[src/rtl/edk_pkg.sv]
// Shared constants and types for the exponential distance kernel weight block.
`default_nettype none
package edk_pkg;

	// Grid defaults and field widths.
	localparam int unsigned GRID_X_CELLS_DEF = 256;
	localparam int unsigned GRID_Y_CELLS_DEF = 256;
	localparam int unsigned IDX_W    = 8;
	localparam int unsigned REG_W    = 24;
	localparam int unsigned WEIGHT_W = 17;
	localparam int unsigned CFG_IDX_W = 2;

	// Datapath widths.
	localparam int unsigned DIST_W = 32;          // |diff| * cell size, Q.16
	localparam int unsigned SQ_W   = 62;          // (dist * dist) / 4
	localparam int unsigned RAD_W  = 63;          // radicand
	localparam int unsigned ROOT_W = 32;          // half distance, Q.16
	localparam int unsigned HP_W   = ROOT_W + REG_W;
	localparam int unsigned A_W    = HP_W - 15;   // exponent, Q.16
	localparam int unsigned ALO_W  = 20;          // exponent below the limit
	localparam int unsigned N_W    = 5;
	localparam int unsigned R30_W  = 30;
	localparam int unsigned TERM_W = 31;
	localparam int unsigned SUM_W  = 33;

	// Exponential evaluation constants.
	localparam int unsigned LN2_Q16      = 45426;
	localparam int unsigned N_MAX        = 17;
	localparam int unsigned EXP_LIMIT    = 12 * 65536;
	localparam int unsigned TAYLOR_TERMS = 12;
	localparam int unsigned ONE_Q30      = 1 << 30;
	localparam int unsigned RND_BASE     = 13;

	// Register reset values.
	localparam logic [REG_W-1:0] CELL_WIDTH_RST  = 24'd65536;
	localparam logic [REG_W-1:0] CELL_HEIGHT_RST = 24'd65536;
	localparam logic [REG_W-1:0] DECAY_SCALE_RST = 24'd16384;

	typedef enum logic [CFG_IDX_W-1:0] {
		REG_CELL_WIDTH  = 2'd0,
		REG_CELL_HEIGHT = 2'd1,
		REG_DECAY_SCALE = 2'd2
	} edk_reg_t;

	// Side information that travels with the series evaluation.
	typedef struct packed {
		logic             zero;
		logic [N_W-1:0]   n;
		logic [R30_W-1:0] r30;
	} edk_exp_ctl_t;

endpackage
`default_nettype wire

[src/rtl/edk_term.sv]
// One Taylor series term of exp(-r): multiply, divide by K, accumulate.
`default_nettype none
module edk_term #(
	parameter int unsigned K = 1
) (
	input  logic                               clk,
	input  logic                               arst_n,
	input  logic                               en,
	input  logic                               in_valid,
	input  logic [edk_pkg::TERM_W-1:0]         in_term,
	input  logic signed [edk_pkg::SUM_W-1:0]   in_sum,
	input  edk_pkg::edk_exp_ctl_t              in_ctl,
	output logic                               out_valid,
	output logic [edk_pkg::TERM_W-1:0]         out_term,
	output logic signed [edk_pkg::SUM_W-1:0]   out_sum,
	output edk_pkg::edk_exp_ctl_t              out_ctl
);
	import edk_pkg::*;

	// Reciprocal of K in Q.32; the estimate is at most one below the quotient.
	localparam logic [32:0] RECIP = 33'((64'd1 << 32) / K);
	localparam bit          ODD   = (K % 2) == 1;

	logic                    vld_s1, vld_s2, vld_s3;
	logic [TERM_W-1:0]       x_s1, x_s2;
	logic [31:0]             q0_s2;
	logic signed [SUM_W-1:0] sum_s1, sum_s2, sum_s3;
	edk_exp_ctl_t            ctl_s1, ctl_s2, ctl_s3;
	logic [TERM_W-1:0]       term_s3;

	logic [TERM_W+R30_W-1:0] prod_a;
	logic [63:0]             prod_b;
	logic [31:0]             qk;
	logic [31:0]             rem;
	logic [31:0]             quo;
	logic signed [SUM_W-1:0] term_ext;

	assign prod_a   = (TERM_W + R30_W)'(in_term) * (TERM_W + R30_W)'(in_ctl.r30);
	assign prod_b   = 64'(x_s1) * 64'(RECIP);
	assign qk       = q0_s2 * 32'(K);
	assign rem      = 32'(x_s2) - qk;
	assign quo      = (rem >= 32'(K)) ? q0_s2 + 32'd1 : q0_s2;
	assign term_ext = signed'(SUM_W'(quo[TERM_W-1:0]));

	always_ff @(posedge clk) begin
		if (en) begin
			x_s1    <= prod_a[TERM_W+R30_W-1:R30_W];
			sum_s1  <= in_sum;
			ctl_s1  <= in_ctl;
			x_s2    <= x_s1;
			q0_s2   <= prod_b[63:32];
			sum_s2  <= sum_s1;
			ctl_s2  <= ctl_s1;
			term_s3 <= quo[TERM_W-1:0];
			sum_s3  <= ODD ? sum_s2 - term_ext : sum_s2 + term_ext;
			ctl_s3  <= ctl_s2;
		end
	end

	always_ff @(posedge clk or negedge arst_n) begin
		if (!arst_n) begin
			vld_s1 <= 1'b0;
			vld_s2 <= 1'b0;
			vld_s3 <= 1'b0;
		end else if (en) begin
			vld_s1 <= in_valid;
			vld_s2 <= vld_s1;
			vld_s3 <= vld_s2;
		end
	end

	assign out_valid = vld_s3;
	assign out_term  = term_s3;
	assign out_sum   = sum_s3;
	assign out_ctl   = ctl_s3;

endmodule
`default_nettype wire

[config.mk]
export PLATFORM = sky130hd
export DESIGN_NAME = edk_term
export DESIGN_NICKNAME = d
export VERILOG_FILES = /design/src/rtl/edk_pkg.sv /design/src/rtl/edk_term.sv
export SDC_FILE = /design/constraint.sdc
export NUM_CORES = 2
export LEC_CHECK = 0
export CORE_ASPECT_RATIO = 1.25
export CORE_UTILIZATION = 40
export DETAILED_ROUTE_END_ITERATION = 10
export DONT_BUFFER_PORTS = 1
export GPL_ROUTABILITY_DRIVEN = 0
export HOLD_SLACK_MARGIN = 0.06
export PLACE_DENSITY = 0.57
export SYNTH_ARGS = -nofsm -noshare
export SYNTH_HDL_FRONTEND = slang
export SYNTH_SLANG_ARGS = --single-unit
[constraint.sdc]
create_clock -name clk -period 2.6 [get_ports clk]
set_clock_uncertainty 0.05 [all_clocks]
set_input_delay 0.13 -clock clk [delete_from_list [all_inputs] [get_ports clk]]
set_output_delay 0.13 -clock clk [all_outputs]
set_load 0.02 [all_outputs]
==> metrics.txt <==
run status finished with violations; failing checks hold timing, setup timing; main combinational cell family by area after synthesis adder cells; part of the Yosys area used for sequential elements 0.225; FF-to-FF End out_sum[29]; number of buffers on the longest clock path 3; FF+latch count, synth 303; hold buffers post-CTS 75; number of buffer and inverter stages on the critical path 9; critical path's top delay family adder cells; Slowest cell on crit path fa_1; drt first pass iters 5; critical setup path kind in2reg; top cell type by total area after synthesis fa_1; overflow left after global routing 0; required arrival time at the worst endpoint between 2000 and 3000 ps; largest stage delay on the critical path about 540 ps; remaining design rule violation count 0; Total Nets Final between 5000 and 6000; share of the clock period used by the worst path after layout 2.52; share of final-layout standard cells stronger than drive strength 1 0.111; Syn Inst Count around 3800; setup repair after global routing missed its margin true; highest attainable clock frequency approximately 150 MHz; largest net degree at the start of global routing between 300 and 400; met1 demand-to-capacity share in global routing 0.277; total global routing track utilization 0.222; share of synthesized flip-flops with an asynchronous set or reset 0.00990; summed instance area of the synthesized netlist about 40000 um2; count of cell types in the netlist 62; overall die height approximately 360 um; initial core utilization 0.406; hold path endpoint ctl_s2[28]; GR Layer Usage met3 0.0397; I/O Pins about 210; fin crit period around 6500 ps; commonest register cell after synthesis edfxtp_1; Filler cells ~9300; warnings from Yosys 0; Slew @ Worst Pin approximately 700 ps; Final Worst Setup Slack -3950 ps; number of cells traversed by the worst hold path 0; reg-to-reg slack, setup -430 ps; first-pass GRT wire length ~170 mm; area growth from synthesis to layout 13.3%; placement row count about 130; mean number of vias per cell approximately 5; Critical Path Source Type input pin; dominant cells by area after synthesis fa_1 40%, edfxtp_1 22%, and2_1 8.6%; number of global-route vias before repair 29000; RR Startpoint x_s2[8]; mean post-synth cell area between 10 and 15 um2; Worst Setup End Kind flop; logic depth of the worst register-to-register path 11; wire length per cell ~21 um; number of hold-slack violations in the final timing report ~130; multiplexer share of the synthesized area 0.000837; worst slack at placement -4590 ps; clock root buffer clkbuf_16; number of max-cap violations 0; Synth Net Count between 5000 and 6000; layer carrying the most global-route usage met2; most common cell after layout, fill and taps aside inv_1; number of DRC violations after detailed-routing iteration 0 1433; area of the die slightly above 100000 um2; WP data arrival a little under 7000 ps; worst hold slack after final layout -367 ps; DP Wirelength 79.8 mm; post-route setup TNS -118420 ps; total via count after detailed routing approximately 27000; total CTS buffers 27; basic-gate share of the synthesized area counting and, or, nand and nor cells 0.139; Final Core Density 0.460; initial antenna violation count 6; antenna violation net count after detailed routing 0; XOR/XNOR Fraction of Synth Area 0.0121; Reg clk slew, reported paths 60 ps; area of the core a little under 100000 um2; count of flip-flops with a built-in enable after synthesis 300; critical hold path startpoint en; critical path peak fanout 30; worst-case headroom to the max-slew limit 0.531; Hold/Removal Path Class in2reg; clock latency on the worst-skew pair ~580 ps; commonest cells after routing, fill and taps aside 840 x inv_1, 792 x fa_1, 547 x and2_1; met2 usage in global routing 0.386; synthesized-area fraction occupied by ao, oa, aoi and oai cells 0.0387; final setup violation count 46; TritonCTS clock tree yes; cell seen most often among critical-path stages fa_1; Chip Width 286 um; number of clock sinks seen by CTS 303; area share of the largest cell type after synthesis 0.401; H-tree levels 1; Max Transition Viols Final 0; Adder-Cell Fraction of Synth Area 0.487; count of input and output buffers 0; Detailed Route WL about 110 mm
worst max-delay path by stage:
stage	endpoint	from	cells past startpoint
2_1_floorplan	x_s1[30]	in_term[10]	25
4_1_cts	x_s1[25]	in_term[10]	26
5_1_grt	x_s1[30]	in_term[10]	27
3_3_place_gp	x_s1[26]	in_term[18]	24
3_5_place_dp	x_s1[26]	in_term[18]	24
6_report	x_s1[30]	in_term[10]	27
sequential cells by signal, summed over array words and instances, names as in the netlist:
register	flops
vld_s1	1
sum_s1	33
ctl_s2	36
sum_s2	33
vld_s2	1
ctl_s1	36
out_sum	33
out_term	31
x_s2	31
x_s1	31
out_ctl	36
out_valid	1
worst register-to-register path: stages, from the launching register on:
cell and delay, ps:
edfxtp_1 450, inv_2 100, ha_4 200, a21o_1 180, a21o_1 190, a21oi_2 160, nor2_2 80, or4_4 450
o2111ai_4 290, o21ai_4 150, a221o_1 330, xnor2_1 150
routing by layer:
metal  up-vias  routed length (um)
met1     13800               44100
met5         -                  13
met4         2                3910
met3       168                7870
li1      11800                   -
met2       846               54800
cell families after synthesis:
| family | after synthesis |
|---|---|
| fa+ha+maj | 1085 |
| xor+xnor | 56 |
| compound gates | 239 |
| buf+inv | 1046 |
| mux | 3 |
| flops | 303 |
| simple gates | 1080 |
what timing repair did:
action | in CTS | in global routing
gates resized for setup | 71 | 91
setup endpoints to repair | 47 | 48
pin swaps | 54 | 86
hold endpoints to repair | 375 | 300
buffers inserted | 26 | 24
per-stage QoR:
stage | cell area (um2) | std cells
final | 45700 | 5306
after global routing | 45700 | 5300
after CTS | 45200 | 5284
after detailed placement | 43100 | 5138
after global placement | 43100 | 5138
after floorplan | 40800 | 3812
cells in the mapped netlist (all sizes together) (7+ instances only):
| cell | count |
|---|---|
| o21ai | 40 |
| clkbuf | 192 |
| and3 | 7 |
| inv | 854 |
| xor2 | 19 |
| nor2 | 35 |
| a21o | 28 |
| a31oi | 12 |
| a21oi | 81 |
| ha | 277 |
| o31ai | 7 |
| nor2b | 7 |
| edfxtp | 300 |
| fa | 808 |
| o21bai | 21 |
| nand2 | 413 |
| xnor2 | 37 |
| nand3 | 13 |
| nand4 | 13 |
| and2 | 555 |
| nor3 | 17 |
area by class of cell:
cell class / instances / area, um2 / area share
Timing Repair Buffer: 322 / 2720 / 0.0595
Clock buffer: 33 / 708 / 0.0155
Tap cell: 1310 / 1640 / 0.0358
Inverter: 854 / 3210 / 0.0701
Sequential cell: 303 / 9080 / 0.199
Multi-Input combinational cell: 2463 / 28200 / 0.617
Clock inverter: 15 / 136 / 0.00298
Antenna cell: 6 / 15.0 / 0.000328
Power is not shown: default switching activity piles up to over one toggle a cycle in this logic, so the estimate is an artifact.
