File: src/rtl/edk_pkg.sv
// Shared constants and types for the exponential distance kernel weight block.
`default_nettype none
package edk_pkg;

	// Grid defaults and field widths.
	localparam int unsigned GRID_X_CELLS_DEF = 256;
	localparam int unsigned GRID_Y_CELLS_DEF = 256;
	localparam int unsigned IDX_W    = 8;
	localparam int unsigned REG_W    = 24;
	localparam int unsigned WEIGHT_W = 17;
	localparam int unsigned CFG_IDX_W = 2;

	// Datapath widths.
	localparam int unsigned DIST_W = 32;          // |diff| * cell size, Q.16
	localparam int unsigned SQ_W   = 62;          // (dist * dist) / 4
	localparam int unsigned RAD_W  = 63;          // radicand
	localparam int unsigned ROOT_W = 32;          // half distance, Q.16
	localparam int unsigned HP_W   = ROOT_W + REG_W;
	localparam int unsigned A_W    = HP_W - 15;   // exponent, Q.16
	localparam int unsigned ALO_W  = 20;          // exponent below the limit
	localparam int unsigned N_W    = 5;
	localparam int unsigned R30_W  = 30;
	localparam int unsigned TERM_W = 31;
	localparam int unsigned SUM_W  = 33;

	// Exponential evaluation constants.
	localparam int unsigned LN2_Q16      = 45426;
	localparam int unsigned N_MAX        = 17;
	localparam int unsigned EXP_LIMIT    = 12 * 65536;
	localparam int unsigned TAYLOR_TERMS = 12;
	localparam int unsigned ONE_Q30      = 1 << 30;
	localparam int unsigned RND_BASE     = 13;

	// Register reset values.
	localparam logic [REG_W-1:0] CELL_WIDTH_RST  = 24'd65536;
	localparam logic [REG_W-1:0] CELL_HEIGHT_RST = 24'd65536;
	localparam logic [REG_W-1:0] DECAY_SCALE_RST = 24'd16384;

	typedef enum logic [CFG_IDX_W-1:0] {
		REG_CELL_WIDTH  = 2'd0,
		REG_CELL_HEIGHT = 2'd1,
		REG_DECAY_SCALE = 2'd2
	} edk_reg_t;

	// Side information that travels with the series evaluation.
	typedef struct packed {
		logic             zero;
		logic [N_W-1:0]   n;
		logic [R30_W-1:0] r30;
	} edk_exp_ctl_t;

endpackage
`default_nettype wire

File: src/rtl/edk_isqrt.sv
// Pipelined digit-by-digit integer square root, one result bit per stage.
`default_nettype none
module edk_isqrt #(
	parameter int unsigned TAG_W = 1
) (
	input  logic                        clk,
	input  logic                        arst_n,
	input  logic                        en,
	input  logic                        in_valid,
	input  logic [edk_pkg::RAD_W-1:0]   in_rad,
	input  logic [TAG_W-1:0]            in_tag,
	output logic                        out_valid,
	output logic [edk_pkg::ROOT_W-1:0]  out_root,
	output logic [TAG_W-1:0]            out_tag
);
	import edk_pkg::*;

	localparam int unsigned STEPS = ROOT_W;

	logic [RAD_W-1:0] rad_s [STEPS];
	logic [RAD_W:0]   res_s [STEPS];
	logic [TAG_W-1:0] tag_s [STEPS];
	logic             vld_s [STEPS];

	for (genvar i = 0; i < STEPS; i++) begin : g_step
		localparam logic [RAD_W:0] BIT = {{RAD_W{1'b0}}, 1'b1} << (RAD_W - 1 - 2 * i);
		logic [RAD_W-1:0] rad_in;
		logic [RAD_W:0]   res_in;
		logic [TAG_W-1:0] tag_in;
		logic             vld_in;
		logic [RAD_W:0]   trial;
		logic             fits;

		if (i == 0) begin : g_first
			assign rad_in = in_rad;
			assign res_in = '0;
			assign tag_in = in_tag;
			assign vld_in = in_valid;
		end else begin : g_next
			assign rad_in = rad_s[i-1];
			assign res_in = res_s[i-1];
			assign tag_in = tag_s[i-1];
			assign vld_in = vld_s[i-1];
		end

		assign trial = res_in + BIT;
		assign fits  = {1'b0, rad_in} >= trial;

		always_ff @(posedge clk) begin
			if (en) begin
				if (fits) begin
					rad_s[i] <= rad_in - trial[RAD_W-1:0];
					res_s[i] <= (res_in >> 1) + BIT;
				end else begin
					rad_s[i] <= rad_in;
					res_s[i] <= res_in >> 1;
				end
				tag_s[i] <= tag_in;
			end
		end

		always_ff @(posedge clk or negedge arst_n) begin
			if (!arst_n) begin
				vld_s[i] <= 1'b0;
			end else if (en) begin
				vld_s[i] <= vld_in;
			end
		end
	end

	assign out_valid = vld_s[STEPS-1];
	assign out_root  = res_s[STEPS-1][ROOT_W-1:0];
	assign out_tag   = tag_s[STEPS-1];

endmodule
`default_nettype wire

File: config.mk
export PLATFORM = sky130hd
export DESIGN_NAME = edk_isqrt
export DESIGN_NICKNAME = d
export VERILOG_FILES = /design/src/rtl/edk_pkg.sv /design/src/rtl/edk_isqrt.sv
export SDC_FILE = /design/constraint.sdc
export NUM_CORES = 2
export LEC_CHECK = 0
export BUFFER_PORTS_ARGS = -buffer_cell sky130_fd_sc_hd__buf_2
export CAP_MARGIN = 20
export CORE_MARGIN = 1
export CORE_UTILIZATION = 30
export DETAILED_ROUTE_END_ITERATION = 12
export PLACE_DENSITY_LB_ADDON = 0.08
export SLEW_MARGIN = 20
export SYNTH_ARGS = -nofsm -noshare
export SYNTH_HDL_FRONTEND = slang
export SYNTH_SLANG_ARGS = --single-unit
File: constraint.sdc
create_clock -name clk -period 5.8 [get_ports clk]
set_clock_uncertainty 0.15 [all_clocks]
set_input_delay 1.16 -clock clk [delete_from_list [all_inputs] [get_ports clk]]
set_output_delay 1.16 -clock clk [all_outputs]
set_load 0.03 [all_outputs]
==> impl_metrics.csv <==
group,metric,value,unit
floorplan,fp.dieArea,409000,um^2
job,drv_cap,0,
synthesis,synth_nets,10400,
sta,finalSetupTns,0,ps
synthesis,netlist_area,122000,um^2
sta,slew_headroom,11.1,%
final_layout,nNetsFinal,10700,
sta,setup_viol_count_final,0,
routing,final_antenna_net_count,0,
power,p_leak,50.9,nW
cts,hold_buffers,0,
cts,post_cts_buffers,0,
synthesis,synth-seq-area-share,62.5,%
sta,fin_ws,643,ps
grt,antenna_found_initial,12,
routing,drc,0,
worst_setup_path,crit_arrival,5630,ps
final_layout,area_growth,14.4,%
worst_setup_path,crit_type,"reg2reg",
grt,grt_pass1_vias,76800,
cts,tritoncts,"yes",
floorplan,fp-row-count,233,
final_layout,fin_util,34.6,%
worst_setup_path,reg2reg_slack,640,ps
synthesis,synth_flop_cell,"edfxtp_1",
grt,grt_start_max_net_pins,164,
power,power.share.clock,34.8,%
cts,insertion_delay,950,ps
synthesis,synth.largest_area_cell,"edfxtp_1",
cts,cts_made_buffers,310,
power,swShare,30.2,%
outcome,outcome,"finished, final reports clean",
synthesis,netlist_instances,9776,
floorplan,io_pins,102,
sta,hold_viol_final,0,
final_layout,fillers,39500,
final_layout,drive_gt1_share,7.96,%
worst_setup_path,reg2reg_to,"rad_s[1][805]$_DFFE_PP_",
sta,layout_min_cycle_time,5160,ps
sta,tightest_slew,1320,ps
power,comb_power_share,20.3,%
cts,cts.root.buffer_cell,"clkbuf_16",
cts,cts.sinks,2545,
cts,cts.path.max_buffers,4,
place,pre_cts_ws,919,ps
synthesis,ys_ff_latch,2545,
grt,grt_pass1_wl,508000,um
routing,detail_route.vias_per_cell,4.91,
sta,rsz0062_at_grt,"false",
sta,drv_slew,0,
hold_path,hold_path_class,"in2async",
worst_setup_path,required,6270,ps
sta,max_clock_freq,194,MHz
synthesis,yosysWarnings,0,
worst_setup_path,ff2ff_path_depth,12,
floorplan,die_h,640,um
synthesis,synth-edff-count,2513,
worst_setup_path,crit_path_end_kind,"flop",
worst_setup_path,crit_path_start,"res_s[13][80]$_DFFE_PP_",
grt,grt_overflow,0,
power,peakVddDrop,0.255,mV
routing,drt_iter0_drc,6154,
synthesis,synth_area_leaders,"edfxtp_1 62%, ha_1 5.7%, xnor2_1 3.2%",
floorplan,core_area,404000,um^2
routing,num_vias,77100,
cts,cts-htree-levels,5,
sta,post-route-period-util,88.9,%
synthesis,synth_cell_types,99,
power,p_total,56.6,mW
worst_setup_path,reg2reg_from,"res_s[13][80]$_DFFE_PP_",
cts,clkTransAtPathRegs,60,ps
synthesis,syn_avg_cell_area,12.5,um^2
place,hpwl,262000,um
grt,use_met1,22.8,%
synthesis,async_flop_share,1.26,%
synthesis,yosysTopAreaCellShare,61.9,%
routing,finalWirelength,344000,um
floorplan,die_width,640,um
power,pwr-share-seq,44.8,%
cts,cts.repair.resized,0,
routing,detail_route.wl_per_cell,21.9,um
floorplan,start_util,30.2,%
grt,met2_usage,26.9,%
power,power_density,406,nW/um^2
grt,grt.total_usage,16.4,%
routing,dr.pass1.iters,8,
grt,use_met3,2.26,%
worst_setup_path,path_max_fanout,8,
power,p_switching,17.1,mW
place,gp_congestion,0.864,
power,p_int,39.6,mW
worst_setup_path,crit_path_end,"rad_s[1][805]$_DFFE_PP_",
grt,grt-busiest-layer,"met2",
place,portBuffers,101,
worst_setup_path,critPathLaunchType,"flop",
[worst max-delay path, stage by stage (launching register included)]
cell	delay, ps
edfxtp_1	430
inv_1	70
ha_1	410
nand4_1	230
nor3_1	1100
o211ai_1	460
a211oi_1	430
nor2_1	220
and3_2	300
nor4_1	420
nand2_1	200
a211oi_1	330
xor2_1	150
[cell usage after synthesis, types with 17 or more instances]
cell type,count
o41ai_1,18
nand2_1,761
inv_1,670
nor4b_1,50
nor3b_1,19
o21ai_0,569
ha_1,556
nor3_1,297
edfxtp_1,2513
a21oi_1,542
xor2_1,417
nand4b_1,26
or2_2,36
o31ai_1,38
a21boi_0,29
clkbuf_1,199
nor2b_1,76
nand4_1,173
nand3b_1,29
a211oi_1,41
o211ai_1,37
nor2_1,541
dfrtp_1,32
and2_1,34
nand3_1,151
o21bai_1,47
a31oi_1,35
nor4_1,361
buf_2,17
o21a_1,83
and3_1,44
or3_1,77
nand2b_1,132
or4_1,71
mux2_2,88
a21o_1,234
xnor2_1,443
and4_1,19
[final cells by class]
class                           instances  area, um^2  share of cell area, %
Sequential cell                      2545       76300                   54.7
Multi-Input combinational cell       6326       42400                   30.4
Clock buffer                          366        8200                   5.88
Tap cell                             5405        6760                   4.85
Inverter                              672        2520                   1.81
Clock inverter                        199        2140                   1.53
Timing Repair Buffer                  181        1210                  0.869
Antenna cell                            8        20.0                 0.0143
[stage by stage]
stage | hold WS, ps | area (um^2) | std cells
floorplan | 250 | 122000 | 9776
global placement | 254 | 129000 | 15100
detailed placement | 256 | 129000 | 15100
CTS | 36.3 | 139000 | 15700
global route | 109 | 140000 | 15700
finish | 105 | 140000 | 15700
[worst min path at each step]
stage,start,end,slack [ps],depth (start not counted)
finish,arst_n,g_step[1].vld_in$_DFFE_PN0P_,100,1
global route,arst_n,g_step[2].vld_in$_DFFE_PN0P_,110,1
CTS,arst_n,g_step[1].vld_in$_DFFE_PN0P_,40,1
detailed placement,tag_s[0][15]$_DFFE_PP_,tag_s[1][0]$_DFFE_PP_,260,0
global placement,tag_s[0][7]$_DFFE_PP_,tag_s[0][8]$_DFFE_PP_,250,0
floorplan,tag_s[0][9]$_DFFE_PP_,tag_s[0][10]$_DFFE_PP_,250,0
[layout by cell type, fill, tap and decap left out, types with 76 or more instances in the layout]
cell type,count
nor2_1,540
inv_1,670
or3_1,77
xnor2_1,443
ha_1,556
o21ai_0,569
nand3_1,151
nand2b_1,132
nand2_1,761
nor4_1,357
xor2_1,417
a21o_1,234
nand4_1,173
clkbuf_16,319
nor2b_1,76
edfxtp_1,2513
a21oi_1,541
buf_2,100
o21a_1,83
nor3_1,296
mux2_2,88
[routing by layer]
| metal | share of wire, % | wire [um] |
|---|---|---|
| met1 | 47 | 160000 |
| met5 | 0 | 0 |
| met4 | 2.5 | 8660 |
| met3 | 4.5 | 15400 |
| met2 | 46 | 160000 |
[registers in the layout, summed over array words and instances (netlist names)]
signal         cells
g_step.vld_in     31
res_s            528
rad_s           1953
out_valid          1
tag_s             32
[kinds of logic after synthesis]
kind of cell               count (synthesis)  synth area share (%)
AOI/OAI and AO/OA                       1855                  9.39
xor gates and xnor gates                 860                  6.17
adders and majority gates                557                  5.72
buffers and inverters                    905                  2.81
DFF                                     2545                  62.5
muxes                                    102                 0.927
and+or+nand+nor                         2952                  12.5
[power by group through the flow]
stage | Clock [mW] | Sequential [mW] | Combinational [mW]
finish | 19.7 | 25.4 | 11.5
detailed placement | 0 | 25.8 | 11.5
CTS | 20.4 | 25.5 | 11.5
global placement | 0 | 25.9 | 11.5
global route | 21.0 | 25.7 | 12.8
floorplan | 0 | 24.8 | 8.38
Power figures use the tool's default switching activity.
